File: config.mk
export PLATFORM = sky130hd
export DESIGN_NAME = ofr_seq
export DESIGN_NICKNAME = d
export VERILOG_FILES = /design/src/ofr_pkg.sv /design/src/ofr_seq.sv
export SDC_FILE = /design/constraint.sdc
export NUM_CORES = 1
export LEC_CHECK = 0
export BUFFER_PORTS_ARGS = -buffer_cell sky130_fd_sc_hd__buf_2
export CORE_MARGIN = 5
export CORE_UTILIZATION = 45
export DETAILED_ROUTE_END_ITERATION = 7
export GPL_TIMING_DRIVEN = 0
export HOLD_SLACK_MARGIN = 0.1
export PLACE_DENSITY = 0.79
export SETUP_SLACK_MARGIN = 0.15
export SYNTH_ARGS = -nofsm -noshare
export SYNTH_HDL_FRONTEND = slang
export SYNTH_SLANG_ARGS = --single-unit
File: constraint.sdc
create_clock -name clk -period 3.47 [get_ports clk]
set_input_delay 0.694 -clock clk [delete_from_list [all_inputs] [get_ports clk]]
set_output_delay 0.694 -clock clk [all_outputs]
set_load 0.01 [all_outputs]
File: src/ofr_pkg.sv
package ofr_pkg;

    localparam int PANEL_WIDTH = 128;
    localparam int PANEL_PAGES = 8;

    localparam int STORE_BYTES = PANEL_WIDTH * PANEL_PAGES;
    localparam int ADDR_W      = (STORE_BYTES > 1) ? $clog2(STORE_BYTES) : 1;
    localparam int PAGE_W      = (PANEL_PAGES > 1) ? $clog2(PANEL_PAGES) : 1;
    localparam int PAGE_HDR    = 3;
    localparam int OFF_W       = $clog2(PANEL_WIDTH + PAGE_HDR);

    localparam logic [7:0] CMD_LOW_COL    = 8'h00;
    localparam logic [7:0] CMD_HIGH_COL   = 8'h10;
    localparam logic [7:0] CMD_START_LINE = 8'h40;
    localparam logic [7:0] CMD_PAGE_BASE  = 8'hB0;
    localparam logic [3:0] NIBBLE_MASK    = 4'hF;

    localparam logic [0:0] REG_COLUMN_OFFSET = 1'b0;
    localparam logic [0:0] REG_PAGE_OFFSET   = 1'b1;

    localparam logic [1:0] ACT_DRAW  = 2'd0;
    localparam logic [1:0] ACT_CLEAR = 2'd1;
    localparam logic [1:0] ACT_EMIT  = 2'd2;

    localparam logic [1:0] COL_OFF  = 2'd0;
    localparam logic [1:0] COL_ON   = 2'd1;
    localparam logic [1:0] COL_INV  = 2'd2;

    typedef struct packed {
        logic [7:0]        value;
        logic              is_cmd;
        logic              frame_end;
        logic [ADDR_W-1:0] addr;
    } emit_t;

endpackage

File: src/ofr_seq.sv
module ofr_seq (
    input  logic               clk,
    input  logic               rst_n,
    input  logic               advance,
    input  logic [7:0]         column_offset,
    input  logic [2:0]         page_offset,
    output ofr_pkg::emit_t     info
);

    logic                       hdr_reg, hdr_next;
    logic [ofr_pkg::PAGE_W-1:0] page_reg, page_next;
    logic [ofr_pkg::OFF_W-1:0]  off_reg, off_next;
    logic                       last_page;
    logic                       last_off;

    assign last_page = (page_reg == ofr_pkg::PAGE_W'(ofr_pkg::PANEL_PAGES - 1));
    assign last_off  = (off_reg == ofr_pkg::OFF_W'(ofr_pkg::PANEL_WIDTH + ofr_pkg::PAGE_HDR - 1));

    // current stream byte
    always_comb
    begin
        info.value     = 8'h00;
        info.is_cmd    = 1'b1;
        info.frame_end = 1'b0;
        info.addr      = ofr_pkg::ADDR_W'(32'(page_reg) * ofr_pkg::PANEL_WIDTH
                         + 32'(off_reg) - ofr_pkg::PAGE_HDR);
        if (hdr_reg)
        begin
            case (off_reg)
                ofr_pkg::OFF_W'(0): info.value = ofr_pkg::CMD_LOW_COL;
                ofr_pkg::OFF_W'(1): info.value = ofr_pkg::CMD_HIGH_COL;
                default:            info.value = ofr_pkg::CMD_START_LINE;
            endcase
        end
        else
        begin
            case (off_reg)
                ofr_pkg::OFF_W'(0):
                    info.value = 8'(32'(ofr_pkg::CMD_PAGE_BASE) + 32'(page_reg)
                                    + 32'(page_offset));
                ofr_pkg::OFF_W'(1):
                    info.value = {4'h0, column_offset[3:0] & ofr_pkg::NIBBLE_MASK};
                ofr_pkg::OFF_W'(2):
                    info.value = ofr_pkg::CMD_HIGH_COL | {4'h0, column_offset[7:4]};
                default:
                begin
                    info.is_cmd    = 1'b0;
                    info.frame_end = last_off && last_page;
                end
            endcase
        end
    end

    always_comb
    begin
        hdr_next  = hdr_reg;
        page_next = page_reg;
        off_next  = off_reg;
        if (advance)
        begin
            if (hdr_reg)
            begin
                if (off_reg == ofr_pkg::OFF_W'(ofr_pkg::PAGE_HDR - 1))
                begin
                    hdr_next  = 1'b0;
                    off_next  = '0;
                    page_next = '0;
                end
                else
                begin
                    off_next = off_reg + 1'b1;
                end
            end
            else if (last_off)
            begin
                off_next = '0;
                if (last_page)
                begin
                    hdr_next  = 1'b1;
                    page_next = '0;
                end
                else
                begin
                    page_next = page_reg + 1'b1;
                end
            end
            else
            begin
                off_next = off_reg + 1'b1;
            end
        end
    end

    always_ff @(posedge clk or negedge rst_n)
    begin
        if (!rst_n)
        begin
            hdr_reg  <= 1'b1;
            page_reg <= '0;
            off_reg  <= '0;
        end
        else
        begin
            hdr_reg  <= hdr_next;
            page_reg <= page_next;
            off_reg  <= off_next;
        end
    end

endmodule

Yosys cells after proc, flatten, opt, wreduce, memory -nomap -nowiden
Cells that the tools add are included.

word-level totals
  bits in registers = 12
  bits in latches = 0
  memory bits (writable) = 0
  memory bits (read-only) = 0
  input bits = 14
  output and inout bits = 20
  word-level logic and storage cells = 35
  memories = 0

cells by class
  add/subtract/negate cells = 6
  multipliers = 0
  divide/modulo/power cells = 0
  magnitude comparators = 0
  equal/unequal tests = 5
  shift operators = 0
  multiplexer cells = 16
  bitwise operators = 0
  reduce and logical (&&, ||, !) cells = 5

operators by type and width
  kind                     count
  $mux W8                  4
  $pmux W8 S3              1
  $pmux W7 S2              1
  $mux W3                  4
  $add A10 B8 Y10          1
  $sub A10 B2 Y10 const B  1
  $add A8 B1 Y8 const B    1
  $add A8 B3 Y8            1
  $add A8 B3 Y8 const A    1
  $eq A8 B1 Y1 const B     1
  $eq A8 B2 Y1 const B     1
  $eq A8 B8 Y1 const B     1
  $logic_not A8 Y1         1
  $mux W1                  4
  $mux W2                  2
  $add A3 B1 Y3 const B    1
  $eq A3 B3 Y1 const B     1
  $reduce_and A3 Y1        1
  $reduce_or A3 Y1         1
  $ne A2 B1 Y1 const B     1
  $reduce_bool A2 Y1       1
  $logic_and A1 B1 Y1      1

Depth between registers and ports, before layout
  depth after elaboration = 4
  gate-level depth with buffers = 8

Worst setup path before layout
Ideal clock, no wire load.

  path kind = register to output
  from = reg off_reg[7] in the netlist's numbering
  to = out info[9] in the netlist's numbering
  data arrival time = 1,834 ps
  slack = 942 ps
  cell stages (with the launch flop) = 9
  cells stage by stage = dfrtp_1 inv_2 ha_1 inv_1 ha_1 or3_1 nand2b_1 a2bb2oi_1 xnor2_1

RTL lines
  element                 RTL line        source
  start, declared         ofr_seq.sv:12   logic [ofr_pkg::OFF_W-1:0] off_reg, off_next;
  start signal, assigned  ofr_seq.sv:106  off_reg <= off_next;
  end, declared           ofr_seq.sv:7    output ofr_pkg::emit_t info

==> results_tabular.tex <==
\begin{tabular}{lr}
\hline
Metric & Value \\
\hline
\multicolumn{2}{l}{\textbf{Die}} \\
\quad Count of boundary I/O pins & 34 \\
\quad Initial core utilization & 0.467 \\
\quad Site Rows & 19 \\
\quad Overall die width & 63.5 um \\
\quad Total Die Area & 4030 um2 \\
\quad Placeable core region & 2760 um2 \\
\quad Height of the die & 63.5 um \\
\multicolumn{2}{l}{\textbf{Cells and area}} \\
\quad Fillers & 260 \\
\quad Layout cell share with drive strength beyond 1 & 0.250 \\
\quad \# diodes & 0 \\
\quad Synth-to-Final Area Change & 17.9\% \\
\quad Number of nets at the end of the flow & 219 \\
\quad Flip-flop count of the largest register, all copies and words added & 8 \\
\quad FF+latch area & 302 um2 \\
\quad Area occupied by multi-input gates & 912 um2 \\
\quad Final core utilization & 0.551 \\
\multicolumn{2}{l}{\textbf{Logic synthesis}} \\
\quad Seq cells post-synth & 12 \\
\quad Area of the mapped netlist & 1290 um2 \\
\quad Post-synth top area cell & sky130\_fd\_sc\_hd\_\_ha\_1 \\
\quad Portion of synthesized cell area occupied by the leading cell type & 0.223 \\
\quad Fraction of the mapped netlist area in compound gates & 0.144 \\
\quad Fraction of synthesized area in multiplexers & 0.0388 \\
\quad Primary flip-flop cell chosen by synthesis mapping & sky130\_fd\_sc\_hd\_\_dfrtp\_1 \\
\quad Number of enable-type register cells in the synthesized netlist & 0 \\
\quad Number of nets in the synthesized netlist & 181 \\
\quad Synth async-reset ratio & 1.00 \\
\quad Most frequent cells after synthesis & sky130\_fd\_sc\_hd\_\_ha\_1, sky130\_fd\_sc\_hd\_\_nor2\_1, sky130\_fd\_sc\_hd\_\_inv\_1 \\
\quad XOR/XNOR share of the synthesized area & 0.0942 \\
\quad Number of distinct library cells after synthesis & 40 \\
\quad Yosys warning count & 0 \\
\quad Leading cell types by total area after synthesis & sky130\_fd\_sc\_hd\_\_ha\_1, sky130\_fd\_sc\_hd\_\_dfrtp\_1, sky130\_fd\_sc\_hd\_\_xnor2\_1 \\
\quad Gate count after technology mapping & 143 \\
\quad Simple-gate area share of the yosys netlist & 0.192 \\
\quad Most frequent cell after synthesis & sky130\_fd\_sc\_hd\_\_ha\_1 \\
\quad Post-Synthesis Mean Instance Area & 9.01 um2 \\
\quad Adder-cell share of the synthesized area & 0.239 \\
\quad Sequential share of the synthesized area & 0.234 \\
\quad Main combinational cell family by area after synthesis & adder cells \\
\multicolumn{2}{l}{\textbf{Drt}} \\
\quad DRC viols & 0 \\
\quad Length of the first detailed-routing pass in iterations & 4 \\
\quad Initial detailed-routing violation count & 47 \\
\quad Aggregate routed wire length & 2960 um \\
\quad Routed via count divided by cell count & 5.49 \\
\quad Number of nets still failing antenna checks after routing & 0 \\
\quad Total via count after detailed routing & 1,158 \\
\quad Routed len/inst & 14.0 um \\
\multicolumn{2}{l}{\textbf{Global routing}} \\
\quad Overall track demand over capacity in global routing & 0.151 \\
\quad Largest net degree at the start of global routing & 13 \\
\quad Number of global-route vias before repair & 1,169 \\
\quad Aggregate global routing overflow & 0 \\
\quad Initial antenna violation count & 0 \\
\quad Wire length of the first global-routing pass & 5050 um \\
\multicolumn{2}{l}{\textbf{Clocking}} \\
\quad Cell at the root of the clock tree & sky130\_fd\_sc\_hd\_\_clkbuf\_4 \\
\quad Setup Fix Bufs, Post-CTS & 0 \\
\quad CTS max path bufs & 2 \\
\quad Clock Sinks & 12 \\
\quad Post-CTS clock slew at the launch and capture registers of the worst setup and hold paths & 0.09 ns \\
\quad Number of hold-repair buffers added at the cts stage & 0 \\
\quad Cells resized by post-CTS repair & 0 \\
\quad Number of H-tree levels & 1 \\
\quad CTS tree & done \\
\quad Latest clock arrival within the worst-skew pair & 0.28 ns \\
\quad Number of buffers added by the clock tree synthesis step & 3 \\
\multicolumn{2}{l}{\textbf{Worst setup path}} \\
\quad Worst-path fanout max & 4 \\
\quad Required time of the critical path & 2.78 ns \\
\quad R2r worst-path depth & 6 \\
\quad Reg2reg end & page\_reg[2] \\
\quad Crit path capture type & output pin \\
\quad Cell count along the critical path & 9 \\
\quad Standard cell with the maximum stage delay on the critical path & sky130\_fd\_sc\_hd\_\_dfrtp\_1 \\
\quad Peak per-stage delay on the critical path & 0.43 ns \\
\quad Buffering stage count on the worst path with inverters included & 3 \\
\quad Slack of the worst reg-to-reg path & 1.58 ns \\
\quad Startpoint type of the worst setup path & flip-flop \\
\quad Data arrival time of the worst path & 2.25 ns \\
\quad Family with the most delay on the worst path & simple AND/OR/NAND/NOR gates \\
\quad Cells along the critical path & inv\_2 -> ha\_1 -> inv\_1 -> ha\_1 -> or3\_1 -> nand2b\_1 -> a2bb2oi\_1 -> xnor2\_1 -> buf\_2 \\
\quad Beginning of the worst register-to-register path & off\_reg[0] \\
\quad Type of the worst setup path & reg -> out \\
\quad Most frequent cell on the critical path & sky130\_fd\_sc\_hd\_\_ha\_1 \\
\multicolumn{2}{l}{\textbf{Placed design}} \\
\quad Number of buffers inserted by port buffering & 33 \\
\quad Half-perimeter wire length of the detailed placement result & 2410 um \\
\quad Final RePlAce weighted congestion & 0.883 \\
\multicolumn{2}{l}{\textbf{Power and ir drop}} \\
\quad Leakage power figure & 0.785 nW \\
\quad Power per Cell Area & 772 nW/um2 \\
\quad Peak ir drop on the vdd network & 0.000558 V \\
\multicolumn{2}{l}{\textbf{Run status}} \\
\quad Result of the run & finished, final reports clean \\
\multicolumn{2}{l}{\textbf{STA}} \\
\quad Final slew viol count & 0 \\
\quad Fin. Hold Viols & 0 \\
\quad Max\_slew headroom & 0.704 \\
\quad Worst Max-Slew Pin Slew & 0.444 ns \\
\quad Final clock skew & 0.0104 ns \\
\quad Final TNS setup & 0 ns \\
\quad Unrepaired setup endpoints after global routing & no \\
\quad Number of setup violations in the final report & 0 \\
\quad FMAX & 0.340 GHz \\
\quad Tcrit/Tclk final & 0.847 \\
\quad Tmin final & 2.94 ns \\
\multicolumn{2}{l}{\textbf{Min path}} \\
\quad Worst hold path type & in -> async \\
\multicolumn{2}{l}{\textbf{Run}} \\
\quad Max-capacitance violation count & 0 \\
\hline
\end{tabular}
cells by family after synthesis:
family	Yosys count
AO/OA/AOI/OAI	28
XOR/XNOR	13
adder cells (fa/ha/maj)	24
buffers and inverters	19
flip-flops	12
multiplexers	4
AND/OR/NAND/NOR	43
report_power, final:
part / internal, mW / switching, mW / leakage [nW] / total, mW
Sequential: 0.179 / 0.0505 / 0.138 / 0.230
Clock: 0.0446 / 0.0518 / 0.0150 / 0.0964
Combinational: 0.393 / 0.454 / 0.633 / 0.847
per-stage QoR:
stage,instances,hold slack [ns],instance area [um2],setup WS (ns),power (mW)
floorplan,143,0.398,1290,0.942,0.836
global placement,207,0.590,1490,0.752,1.05
detailed placement,207,0.601,1490,0.694,1.08
CTS,211,0.285,1520,0.506,1.19
global route,211,0.286,1520,0.327,1.30
finish,211,0.282,1520,0.530,1.17
worst register-to-register path: stages (launching register included):
cell and delay, ns:
sky130_fd_sc_hd__dfrtp_1 0.42, sky130_fd_sc_hd__inv_1 0.14, sky130_fd_sc_hd__ha_1 0.33, sky130_fd_sc_hd__and4b_4 0.34
sky130_fd_sc_hd__nand2_4 0.08, sky130_fd_sc_hd__nor2_8 0.18, sky130_fd_sc_hd__mux2_4 0.31
cell type report:
cell class / instances / area share
buffer: 4 / 0.0124
clock buffer: 4 / 0.0173
inverter: 15 / 0.0371
multi-input combinational: 112 / 0.600
sequential: 12 / 0.199
tap: 31 / 0.0255
timing repair buffer: 33 / 0.109
layer usage:
| layer | vias up | part of all wire | track usage |
|---|---|---|---|
| li1 | 572 | - | - |
| met1 | 542 | 0.41 | 0.171 |
| met2 | 38 | 0.49 | 0.263 |
| met3 | 6 | 0.073 | 0.0355 |
| met4 | 0 | 0.022 | 0.0727 |
| met5 | - | 0 | 0 |
worst max-delay path by stage:
| stage | from | endpoint |
|---|---|---|
| floorplan | off_reg[7] | info[9] |
| global placement | page_offset[0] | info[14] |
| detailed placement | page_offset[0] | info[13] |
| CTS | off_reg[7] | info[9] |
| global route | off_reg[7] | info[9] |
| finish | off_reg[7] | info[9] |
placed cells by master, fill, tap and decap left out, types with 3 or more instances in the layout:
| cell | count |
|---|---|
| sky130_fd_sc_hd__xor2_1 | 3 |
| sky130_fd_sc_hd__o21ai_0 | 3 |
| sky130_fd_sc_hd__ha_1 | 23 |
| sky130_fd_sc_hd__nor3_1 | 3 |
| sky130_fd_sc_hd__buf_2 | 33 |
| sky130_fd_sc_hd__nor2b_1 | 3 |
| sky130_fd_sc_hd__a21oi_1 | 8 |
| sky130_fd_sc_hd__clkbuf_1 | 4 |
| sky130_fd_sc_hd__nand2b_1 | 5 |
| sky130_fd_sc_hd__o22ai_1 | 3 |
| sky130_fd_sc_hd__nor2_1 | 15 |
| sky130_fd_sc_hd__nand2_1 | 4 |
| sky130_fd_sc_hd__dfrtp_1 | 11 |
| sky130_fd_sc_hd__nand3_1 | 3 |
| sky130_fd_sc_hd__a222oi_1 | 3 |
| sky130_fd_sc_hd__xnor2_1 | 9 |
| sky130_fd_sc_hd__clkbuf_4 | 3 |
| sky130_fd_sc_hd__inv_1 | 14 |
(Power assumes the default switching activity.)
